--- config.mk ---
export PLATFORM = sky130hd
export DESIGN_NAME = adc_three_channel_scan_sequencer
export DESIGN_NICKNAME = d
export VERILOG_FILES = /design/src/sv/ascs_pkg.sv /design/src/sv/adc_three_channel_scan_sequencer.sv /design/src/sv/ascs_regs.sv /design/src/sv/ascs_scale.sv /design/src/sv/ascs_seq.sv
export SDC_FILE = /design/constraint.sdc
export NUM_CORES = 1
export LEC_CHECK = 0
export BUFFER_PORTS_ARGS = -buffer_cell sky130_fd_sc_hd__buf_2
export CAP_MARGIN = 20
export CORE_MARGIN = 3
export CORE_UTILIZATION = 30
export CTS_CLUSTER_DIAMETER = 80
export DETAILED_ROUTE_END_ITERATION = 7
export GPL_TIMING_DRIVEN = 0
export PLACE_DENSITY = 0.58
export SETUP_SLACK_MARGIN = 0.3
export SYNTH_ARGS = -nofsm -noshare
export SYNTH_HDL_FRONTEND = slang
export SYNTH_HIERARCHICAL = 1
export SYNTH_SLANG_ARGS = --single-unit
--- constraint.sdc ---
create_clock -name i_clk -period 9.11 [get_ports i_clk]
set_input_delay 2.733 -clock i_clk [delete_from_list [all_inputs] [get_ports i_clk]]
set_output_delay 2.733 -clock i_clk [all_outputs]
set_load 0.05 [all_outputs]
--- src/sv/ascs_pkg.sv ---
package ascs_pkg;

    localparam int CFG_ADDR_W = 4;
    localparam int CFG_DATA_W = 32;

    // Register indexes (paddr[3:2])
    localparam logic [1:0] REG_SCAN_PERIOD = 2'd0;
    localparam logic [1:0] REG_VOLT_CHAN   = 2'd1;
    localparam logic [1:0] REG_IBATT_CHAN  = 2'd2;
    localparam logic [1:0] REG_IBUS_CHAN   = 2'd3;

    localparam logic [15:0] RST_SCAN_PERIOD = 16'd100;
    localparam logic [5:0]  RST_VOLT_CHAN   = 6'd3;
    localparam logic [5:0]  RST_IBATT_CHAN  = 6'd4;
    localparam logic [5:0]  RST_IBUS_CHAN   = 6'd5;

    // Function codes of an input item
    localparam logic [1:0] FUNC_TICK  = 2'd0;
    localparam logic [1:0] FUNC_DONE  = 2'd1;
    localparam logic [1:0] FUNC_START = 2'd2;

    // floor(v * 8.54) as (v * VIN_MUL) >> VIN_SHIFT, exact for 12-bit v
    localparam logic [23:0] VIN_MUL   = 24'd8954840;
    localparam int          VIN_SHIFT = 20;
    // floor(v / 15) as (v * IDIV_MUL) >> IDIV_SHIFT, exact for 12-bit v
    localparam logic [12:0] IDIV_MUL   = 13'd4370;
    localparam int          IDIV_SHIFT = 16;

    typedef struct packed {
        logic [15:0] scan_period_ms;
        logic [5:0]  batt_voltage_channel;
        logic [5:0]  batt_current_channel;
        logic [5:0]  bus_current_channel;
    } t_cfg;

    typedef struct packed {
        logic        start_conv;
        logic [5:0]  conv_channel;
        logic        start_accepted;
        logic [15:0] vin_mv;
        logic [8:0]  ibatt_ma;
        logic [8:0]  ibus_ma;
        logic        busy_res;
        logic        fault;
    } t_result;

endpackage

--- src/sv/adc_three_channel_scan_sequencer.sv ---
// Three-channel ADC scan sequencer: battery voltage, battery current, bus current.
// Input channel (i_in_valid / o_in_stall): one item per tick, conversion
// completion or software start request (i_func, i_adc_value, i_adc_channel).
// Output channel (o_out_valid / i_out_stall): exactly one result per item,
// giving the conversion to start next, whether a scan began, the scaled
// readings, busy and fault status.
// Configuration: APB-style port, registers at byte addresses 0, 4, 8, 12
// (scan period, voltage channel, battery current channel, bus current channel).
// Timing: an accepted item waits in the input register; the combinational
// sequencer step then loads its result into the output register, and this
// transfer waits while the receiver stalls. Throughput is one item per cycle
// while the receiver does not stall, set by the input register feeding a
// combinational sequencer step into the result register.
// When the receiver stalls, the result holds and the input register keeps one
// more item; o_in_stall rises only when both are full.
// Synchronous active-low reset clears the sequencer to idle with zero readings,
// restores the register defaults (100, 3, 4, 5) and empties both stages.
// A fault persists until reset.
module adc_three_channel_scan_sequencer (
    input  logic                              i_clk,
    input  logic                              i_rst_n,
    input  logic                              i_in_valid,
    output logic                              o_in_stall,
    input  logic [1:0]                        i_func,
    input  logic [11:0]                       i_adc_value,
    input  logic [5:0]                        i_adc_channel,
    output logic                              o_out_valid,
    input  logic                              i_out_stall,
    output logic                              o_start_conv,
    output logic [5:0]                        o_conv_channel,
    output logic                              o_start_accepted,
    output logic [15:0]                       o_vin_mv,
    output logic [8:0]                        o_ibatt_ma,
    output logic [8:0]                        o_ibus_ma,
    output logic                              o_busy_res,
    output logic                              o_fault,
    input  logic                              psel,
    input  logic                              penable,
    input  logic                              pwrite,
    input  logic [ascs_pkg::CFG_ADDR_W-1:0]   paddr,
    input  logic [ascs_pkg::CFG_DATA_W-1:0]   pwdata,
    output logic [ascs_pkg::CFG_DATA_W-1:0]   prdata,
    output logic                              pready
);
    import ascs_pkg::*;

    t_cfg        cfg;
    t_result     res;
    logic        r_in_valid;
    logic [1:0]  r_func;
    logic [11:0] r_adc_value;
    logic [5:0]  r_adc_channel;
    logic        r_out_valid;
    logic        advance;
    logic        fire;

    assign advance    = !r_out_valid || !i_out_stall;
    assign fire       = r_in_valid && advance;
    assign o_in_stall = r_in_valid && !advance;

    always_ff @(posedge i_clk) begin
        if (!i_rst_n) begin
            r_in_valid  <= 1'b0;
            r_out_valid <= 1'b0;
        end else begin
            if (!o_in_stall) begin
                r_in_valid <= i_in_valid;
            end
            if (advance) begin
                r_out_valid <= r_in_valid;
            end
        end
        if (i_in_valid && !o_in_stall) begin
            r_func        <= i_func;
            r_adc_value   <= i_adc_value;
            r_adc_channel <= i_adc_channel;
        end
    end

    ascs_regs u_regs (
        .i_clk   (i_clk),
        .i_rst_n (i_rst_n),
        .psel    (psel),
        .penable (penable),
        .pwrite  (pwrite),
        .paddr   (paddr),
        .pwdata  (pwdata),
        .prdata  (prdata),
        .pready  (pready),
        .o_cfg   (cfg)
    );

    ascs_seq u_seq (
        .i_clk         (i_clk),
        .i_rst_n       (i_rst_n),
        .i_fire        (fire),
        .i_cfg         (cfg),
        .i_func        (r_func),
        .i_adc_value   (r_adc_value),
        .i_adc_channel (r_adc_channel),
        .o_res         (res)
    );

    assign o_out_valid      = r_out_valid;
    assign o_start_conv     = res.start_conv;
    assign o_conv_channel   = res.conv_channel;
    assign o_start_accepted = res.start_accepted;
    assign o_vin_mv         = res.vin_mv;
    assign o_ibatt_ma       = res.ibatt_ma;
    assign o_ibus_ma        = res.ibus_ma;
    assign o_busy_res       = res.busy_res;
    assign o_fault          = res.fault;

endmodule

--- src/sv/ascs_regs.sv ---
module ascs_regs (
    input  logic                              i_clk,
    input  logic                              i_rst_n,
    input  logic                              psel,
    input  logic                              penable,
    input  logic                              pwrite,
    input  logic [ascs_pkg::CFG_ADDR_W-1:0]   paddr,
    input  logic [ascs_pkg::CFG_DATA_W-1:0]   pwdata,
    output logic [ascs_pkg::CFG_DATA_W-1:0]   prdata,
    output logic                              pready,
    output ascs_pkg::t_cfg                    o_cfg
);
    import ascs_pkg::*;

    t_cfg       r_cfg;
    logic       wr_en;
    logic [1:0] reg_idx;

    assign pready  = 1'b1;
    assign wr_en   = psel & penable & pwrite & pready;
    assign reg_idx = paddr[3:2];
    assign o_cfg   = r_cfg;

    always_ff @(posedge i_clk) begin
        if (!i_rst_n) begin
            r_cfg.scan_period_ms       <= RST_SCAN_PERIOD;
            r_cfg.batt_voltage_channel <= RST_VOLT_CHAN;
            r_cfg.batt_current_channel <= RST_IBATT_CHAN;
            r_cfg.bus_current_channel  <= RST_IBUS_CHAN;
        end else if (wr_en) begin
            case (reg_idx)
                REG_SCAN_PERIOD: r_cfg.scan_period_ms       <= pwdata[15:0];
                REG_VOLT_CHAN:   r_cfg.batt_voltage_channel <= pwdata[5:0];
                REG_IBATT_CHAN:  r_cfg.batt_current_channel <= pwdata[5:0];
                REG_IBUS_CHAN:   r_cfg.bus_current_channel  <= pwdata[5:0];
                default: ;
            endcase
        end
    end

    always_comb begin
        prdata = '0;
        case (reg_idx)
            REG_SCAN_PERIOD: prdata[15:0] = r_cfg.scan_period_ms;
            REG_VOLT_CHAN:   prdata[5:0]  = r_cfg.batt_voltage_channel;
            REG_IBATT_CHAN:  prdata[5:0]  = r_cfg.batt_current_channel;
            REG_IBUS_CHAN:   prdata[5:0]  = r_cfg.bus_current_channel;
            default:         prdata       = '0;
        endcase
    end

endmodule

--- src/sv/ascs_scale.sv ---
module ascs_scale (
    input  logic [11:0] i_raw_volt,
    input  logic [11:0] i_raw_ibatt,
    input  logic [11:0] i_raw_ibus,
    output logic [15:0] o_vin_mv,
    output logic [8:0]  o_ibatt_ma,
    output logic [8:0]  o_ibus_ma
);
    import ascs_pkg::*;

    logic [35:0] vin_prod;
    logic [24:0] ibatt_prod;
    logic [24:0] ibus_prod;

    // Reciprocal multiplies; the rounding error stays below one LSB gap
    assign vin_prod   = {24'd0, i_raw_volt} * {12'd0, VIN_MUL};
    assign ibatt_prod = {13'd0, i_raw_ibatt} * {12'd0, IDIV_MUL};
    assign ibus_prod  = {13'd0, i_raw_ibus} * {12'd0, IDIV_MUL};

    assign o_vin_mv   = vin_prod[VIN_SHIFT +: 16];
    assign o_ibatt_ma = ibatt_prod[IDIV_SHIFT +: 9];
    assign o_ibus_ma  = ibus_prod[IDIV_SHIFT +: 9];

endmodule

--- src/sv/ascs_seq.sv ---
module ascs_seq (
    input  logic               i_clk,
    input  logic               i_rst_n,
    input  logic               i_fire,
    input  ascs_pkg::t_cfg     i_cfg,
    input  logic [1:0]         i_func,
    input  logic [11:0]        i_adc_value,
    input  logic [5:0]         i_adc_channel,
    output ascs_pkg::t_result  o_res
);
    import ascs_pkg::*;

    typedef enum logic [2:0] {
        PH_IDLE,
        PH_VOLT,
        PH_IBATT,
        PH_IBUS,
        PH_FAULT
    } t_phase;

    t_phase      r_phase, n_phase;
    logic [15:0] r_elapsed, n_elapsed;
    logic [11:0] r_raw_volt, n_raw_volt;
    logic [11:0] r_raw_ibatt, n_raw_ibatt;
    logic [11:0] r_raw_ibus, n_raw_ibus;
    t_result     r_res, n_res;

    logic        start_conv;
    logic [5:0]  conv_channel;
    logic        accepted;
    logic [15:0] vin_mv;
    logic [8:0]  ibatt_ma;
    logic [8:0]  ibus_ma;

    always_comb begin
        n_phase      = r_phase;
        n_elapsed    = r_elapsed;
        n_raw_volt   = r_raw_volt;
        n_raw_ibatt  = r_raw_ibatt;
        n_raw_ibus   = r_raw_ibus;
        start_conv   = 1'b0;
        conv_channel = '0;
        accepted     = 1'b0;
        if (r_phase != PH_FAULT) begin
            case (i_func)
                FUNC_TICK: begin
                    if (r_elapsed != 16'hFFFF) begin
                        n_elapsed = r_elapsed + 16'd1;
                    end
                    // counter restarts even if the scan start is refused
                    if (n_elapsed > i_cfg.scan_period_ms) begin
                        n_elapsed = '0;
                        if (r_phase == PH_IDLE) begin
                            n_phase      = PH_VOLT;
                            start_conv   = 1'b1;
                            conv_channel = i_cfg.batt_voltage_channel;
                            accepted     = 1'b1;
                        end
                    end
                end
                FUNC_DONE: begin
                    if (r_phase == PH_VOLT
                            && i_adc_channel == i_cfg.batt_voltage_channel) begin
                        n_raw_volt   = i_adc_value;
                        n_phase      = PH_IBATT;
                        start_conv   = 1'b1;
                        conv_channel = i_cfg.batt_current_channel;
                    end else if (r_phase == PH_IBATT
                            && i_adc_channel == i_cfg.batt_current_channel) begin
                        n_raw_ibatt  = i_adc_value;
                        n_phase      = PH_IBUS;
                        start_conv   = 1'b1;
                        conv_channel = i_cfg.bus_current_channel;
                    end else if (r_phase == PH_IBUS
                            && i_adc_channel == i_cfg.bus_current_channel) begin
                        n_raw_ibus = i_adc_value;
                        n_phase    = PH_IDLE;
                    end else begin
                        n_phase = PH_FAULT;
                    end
                end
                FUNC_START: begin
                    if (r_phase == PH_IDLE) begin
                        n_phase      = PH_VOLT;
                        start_conv   = 1'b1;
                        conv_channel = i_cfg.batt_voltage_channel;
                        accepted     = 1'b1;
                    end
                end
                default: ;
            endcase
        end
    end

    ascs_scale u_scale (
        .i_raw_volt  (n_raw_volt),
        .i_raw_ibatt (n_raw_ibatt),
        .i_raw_ibus  (n_raw_ibus),
        .o_vin_mv    (vin_mv),
        .o_ibatt_ma  (ibatt_ma),
        .o_ibus_ma   (ibus_ma)
    );

    always_comb begin
        n_res.start_conv     = start_conv;
        n_res.conv_channel   = conv_channel;
        n_res.start_accepted = accepted;
        n_res.vin_mv         = vin_mv;
        n_res.ibatt_ma       = ibatt_ma;
        n_res.ibus_ma        = ibus_ma;
        n_res.busy_res       = (n_phase == PH_VOLT) || (n_phase == PH_IBATT)
                               || (n_phase == PH_IBUS);
        n_res.fault          = (n_phase == PH_FAULT);
    end

    always_ff @(posedge i_clk) begin
        if (!i_rst_n) begin
            r_phase     <= PH_IDLE;
            r_elapsed   <= '0;
            r_raw_volt  <= '0;
            r_raw_ibatt <= '0;
            r_raw_ibus  <= '0;
        end else if (i_fire) begin
            r_phase     <= n_phase;
            r_elapsed   <= n_elapsed;
            r_raw_volt  <= n_raw_volt;
            r_raw_ibatt <= n_raw_ibatt;
            r_raw_ibus  <= n_raw_ibus;
        end
        if (i_fire) begin
            r_res <= n_res;
        end
    end

    assign o_res = r_res;

    a_fault_sticky: assert property (@(posedge i_clk) disable iff (!i_rst_n)
        r_phase == PH_FAULT |=> r_phase == PH_FAULT)
        else $error("fault state left without reset");

    a_start_busy: assert property (@(posedge i_clk) disable iff (!i_rst_n)
        i_fire && accepted |=> r_res.start_conv && r_res.busy_res && !r_res.fault
                               && r_phase == PH_VOLT)
        else $error("accepted scan start did not begin voltage conversion");

    a_fault_quiet: assert property (@(posedge i_clk) disable iff (!i_rst_n)
        i_fire && n_phase == PH_FAULT |=> !r_res.busy_res && !r_res.start_conv
                                          && !r_res.start_accepted)
        else $error("faulted result requests a conversion");

endmodule

Word level (Yosys, flattened, before mapping) --
Cells that the tools add are included. W data, S select, Z words.
Operators by class: $add $sub $neg 1, multipliers 3, divide/modulo/power cells 0, $lt $le $gt $ge 1, equal/unequal tests 17, shift operators 0, muxes and demuxes 36, bitwise logic cells 2, reductions and logical operators 21
Operators with widths (count):
- $mux W12 | 12
- $mux W16 | 4
- $mul A12 B12 Y24 const B | 2
- $mul A12 B21 Y33 const B | 1
- $mux W6 | 4
- $pmux W6 S4 | 1
- $eq A6 B6 Y1 | 3
- $mux W3 | 6
- $pmux W6 S3 | 1
- $add A16 B1 Y16 const B | 1
- $gt A16 B16 Y1 | 1
- $ne A16 B16 Y1 const B | 1
- $eq A3 B2 Y1 const B | 4
- $mux W10 | 1
- $pmux W3 S3 | 1
- $reduce_and A2 Y1 | 4
- $eq A2 B2 Y1 const B | 3
- $eq A3 B1 Y1 const B | 2
- $logic_and A1 B1 Y1 | 6
- $eq A2 B1 Y1 const B | 2
- $logic_not A1 Y1 | 4
- $logic_not A2 Y1 | 2
- $mux W1 | 4
- $eq A3 B3 Y1 const B | 1
- 7 further kinds | 10
Word-level totals: bits in registers 155, bits in latches 0, bits in writable memories 0, bits in read-only memories 0, bits of input ports 63, output and inout port bits 79, word-level logic and storage cells 103, memories 0

Logic depth before layout (Yosys ltp) --
depth after elaboration 11, depth in mapped cells 24, gate-level depth less buffers 23

Hierarchy --
The synthesis kept the hierarchy.
By module, submodules not included:
- ascs_scale | times used 1, cells an instance 656, area each 6047.0 um2
- ascs_seq | times used 1, cells an instance 523, area each 5238.8 um2
- ascs_regs | times used 1, cells an instance 176, area each 1727.9 um2
- adc_three_channel_scan_sequencer | times used 1, cells an instance 28, area each 684.4 um2

Worst setup path before layout --
No wires, ideal clock.
path kind input to register, start point input i_out_stall, end point register u_seq.r_elapsed[1], arrival 7.684 ns, data required time 8.963 ns, path slack 1.280 ns, cell stages on the path 4, buffers on the path 0, cells stage by stage a21boi_0 > nand3_1 > o31ai_2 > o22ai_1
Between the ends: longest elaborated chain between the ends 4
Ends and longest elaborated chain:
- from (decl) | RTL line adc_three_channel_scan_sequencer.sv:28 | input logic i_out_stall,
- $logic_not A1 Y1 | RTL line adc_three_channel_scan_sequencer.sv:57 | assign advance = !r_out_valid || !i_out_stall;
- $logic_or A1 B1 Y1 | RTL line adc_three_channel_scan_sequencer.sv:57
- $logic_and A1 B1 Y1 | RTL line adc_three_channel_scan_sequencer.sv:58 | assign fire = r_in_valid && advance;
- $reduce_and A3 Y1 (no source line)
- to (signal assigned) | RTL line ascs_seq.sv:125 | r_elapsed <= n_elapsed;
- to (decl) | RTL line ascs_seq.sv:22 | logic [15:0] r_elapsed, n_elapsed;
No other way between the ends. A chain may end at the register's enable or synchronous reset.

==> impl_metrics.ini <==
[sta]
worst_relative_slew_slack_pct = 36.7
timing_worst_slew_pin_value_ns = 0.948
final_period_minus_worst_setup_slack_ns = 7.34
finalMaxSlewViolations = 0
final-hold-violation-count = 0
timing.fmax_mhz = 136
setup_slack_ns = 1.77
setup_viol = 0
setup_repair_after_global_routing_missed_its_margin = no
period_share_pct = 80.6
clock_skew_ns = 0.0155

[floorplanning]
num_io_pins = 142
dieHeight_um = 220
core_um2 = 44700
die_width_um = 220
start_util_pct = 30.6
placementRows = 77
design.die.area_um2 = 48300

[clocking]
clock_insertion_delay_worst_skew_ns = 0.45
cts.reportedPaths.clkPinSlew_ns = 0.07
tritoncts = done
clkSinkCount = 155
cts_hold_repair.buffers = 0
ctsResizeCount = 0
cts_setup_buffers = 0
cts_max_path_buffers = 2
cts_root_buf = clkbuf_16
cts_made_buffers = 17
h_tree_levels = 4

[worst_hold_path]
hold_path_depth = 2
worstHoldStart = u_seq/r_raw_volt[10]$_SDFFE_PN0P_
worst_hold_path_type = reg2reg
worstHoldEndpoint = u_seq/r_raw_volt[10]$_SDFFE_PN0P_

[logic_synthesis]
synth_enable_flop_cells = 64
postSynth.asyncResetShare_pct = 0
yosys-mux-area-fraction_pct = 7.28
synthDominantAreaCellType = ha_1
synth_compound_area_share_pct = 9.77
seq_area_frac_synth_pct = 27.3
mappedNetlistArea_um2 = 13700
synth_top_family_by_area = adder cells
synth-xor-area-share_pct = 3.96
syn_area_per_cell_um2 = 9.90
synth.top_cells.by_area = ha_1 (22%), edfxtp_1 (14%), dfxtp_1 (13%)
synth-main-ff-cell = dfxtp_1
post_synth_fa_ha_maj_area_fraction_pct = 31.6
synth_cells = 1383
number_of_flip_flops_and_latches_in_the_synthesized_netlist = 155
synth_top_cell_area_share_pct = 21.6
ys.warnings.count = 6
post_synth_and_or_nand_nor_area_fraction_pct = 12.1
synthDistinctLibCells = 86

[placement]
place_inst = 2098
dp_hpwl_mm = 26.2
routabilityCongestion = 0.849
io_buffer_count = 106
placedInstanceArea_um2 = 15100
post_placement_setup_slack_ns = 1.83

[power_and_ir_drop]
power_per_cell_area_nw_per_um2 = 103
cellLeakagePower_nw = 8.05
vdd_drop_max_mv = 0.115
total_power_mw = 1.62

[job]
timing.max_cap.violations = 0

[worst_setup_path]
worstRegToRegCells = 22
critPathMaxFanout = 10
critical_path.reg2reg.endpoint = u_seq/o_res[33]$_DFFE_PP_
startpoint_of_the_most_critical_register_to_register_path = r_adc_channel[0]$_DFFE_PP_
worst_ep_arrival_ns = 7.52
startpoint_type = register
critical_path.endpoint_type = register
crit_required_ns = 9.29
timing_worst_setup_path_type = reg2reg
setup.reg_to_reg.worst_slack_ns = 1.77

[drt]
remaining_drc_errors = 0
vias = 10000
met3_wirelength_um = 955
first_iter_violations = 516
avgViaCountPerCell = 4.71
detailedRoute.firstPassIterationCount = 5
drt.antenna.violating_nets = 0
met2RoutedLength_mm = 15.9
wl_met1_mm = 14.7
top_layer = met4
post_detailed_routing_wire_length_mm = 32.1
drt-wirelength-per-cell_um = 15.1

[global_routing]
grt_pass1_wl_mm = 52.6
grt.overflow.total = 0
largest_net_degree_at_the_start_of_global_routing = 26
grt_pass1_vias = 10400
antenna_found_initial = 0
groute.usage.overall_pct = 13.7

[final_layout]
layout_common_cells = ha_1 (236), inv_1 (206), nand2_1 (148)
share_of_final_layout_standard_cells_stronger_than_drive_strength_1_pct = 16.1
mostFrequentLayoutCell = ha_1
final_cells = 2130
finalInstanceArea_um2 = 15700
antennaDiodeCount = 0
final_nets = 1893
flow.area_growth_from_synthesis_pct = 14.4
num-fill-cells = 4531

[outcome]
run_status = complete, no violations
==> critical path: stages (launching register included) <==
cell and delay (ns):
edfxtp_1 0.45, xnor2_1 0.19, nand3_1 0.15, nor4_1 0.50
buf_2 0.34, buf_2 0.31, mux2_2 0.47, fa_1 0.58
xor2_1 0.19, ha_1 0.27, fa_1 0.51, fa_1 0.57
inv_1 0.06, fa_1 0.54, inv_1 0.04, ha_1 0.34
a21oi_1 0.37, nand3_1 0.16, a2111oi_2 0.33, nor2_2 0.15
o2111ai_1 0.21, a21boi_0 0.16, xor2_1 0.17
==> cells in the mapped netlist, types with 24 or more instances <==
cell,n
nand2_1,148
nor2_1,46
fa_1,69
edfxtp_1,64
xor2_1,24
mux2_2,37
ha_1,236
mux2i_1,43
dfxtp_1,91
inv_1,206
a21boi_0,27
o21ai_0,24
a21oi_1,38
xnor2_1,38
==> registers in the layout (all words and copies together) (netlist names) <==
name,cells
u_seq/r_raw_volt,12
r_func,2
u_seq/o_res,44
o_out_valid,1
u_seq/r_raw_ibatt,12
r_adc_channel,6
r_adc_value,12
u_seq/r_raw_ibus,12
u_regs/o_cfg,34
u_seq/r_elapsed,16
r_in_valid,1
u_seq/r_phase,3
==> worst max path at each step <==
stage / startpoint / endpoint / slack [ns] / depth (start not counted)
finish: r_adc_channel[0]$_DFFE_PP_ / u_seq/o_res[33]$_DFFE_PP_ / 1.77 / 22
global route: r_adc_channel[0]$_DFFE_PP_ / u_seq/o_res[33]$_DFFE_PP_ / 1.44 / 22
CTS: r_adc_channel[0]$_DFFE_PP_ / u_seq/o_res[33]$_DFFE_PP_ / 1.74 / 22
detailed placement: r_adc_channel[0]$_DFFE_PP_ / u_seq/o_res[33]$_DFFE_PP_ / 1.83 / 22
global placement: i_out_stall / u_seq/r_elapsed[1]$_SDFFE_PN0P_ / -2.39 / 5
floorplan: i_out_stall / u_seq/r_elapsed[1]$_SDFFE_PN0P_ / 1.28 / 4
==> area by class of cell <==
class / count / area, um2 / area share [%]
Multi-Input combinational cell: 989 / 8950 / 57.1
Timing Repair Buffer: 108 / 566 / 3.61
Inverter: 206 / 773 / 4.93
Clock inverter: 15 / 171 / 1.09
Clock buffer: 17 / 425 / 2.71
Tap cell: 592 / 741 / 4.73
Buffer: 48 / 302 / 1.92
Sequential cell: 155 / 3740 / 23.9
==> report_power, final <==
group | internal [mW] | leakage, nW | switching [mW] | total, mW
combinational | 0.0414 | 6.40 | 0.0986 | 0.140
sequential | 0.739 | 1.35 | 0.0165 | 0.755
clock | 0.369 | 0.290 | 0.354 | 0.723
==> cells by family after synthesis <==
family | count (synthesis)
AOI/OAI and AO/OA | 187
xor gates and xnor gates | 62
adders and majority gates | 305
buffers and inverters | 254
DFF | 155
muxes | 86
other | 2
and+or+nand+nor | 332
==> layer usage <==
metal	global-route usage (%)	vias up
met3	1.89	35
met2	24.3	150
met4	3.91	0
met5	0	-
met1	17.3	4846
li1	-	4992
==> through the flow <==
step                      setup TNS [ns]  util [%]  hold WS, ns
after CTS                              0      35.1        0.466
after floorplan                        0         -        0.438
after global placement            -61.69      33.6        0.446
after global routing                   0      35.1        0.484
final                                  0      35.1        0.465
after detailed placement               0      33.7        0.456
(Power assumes the default switching activity.)
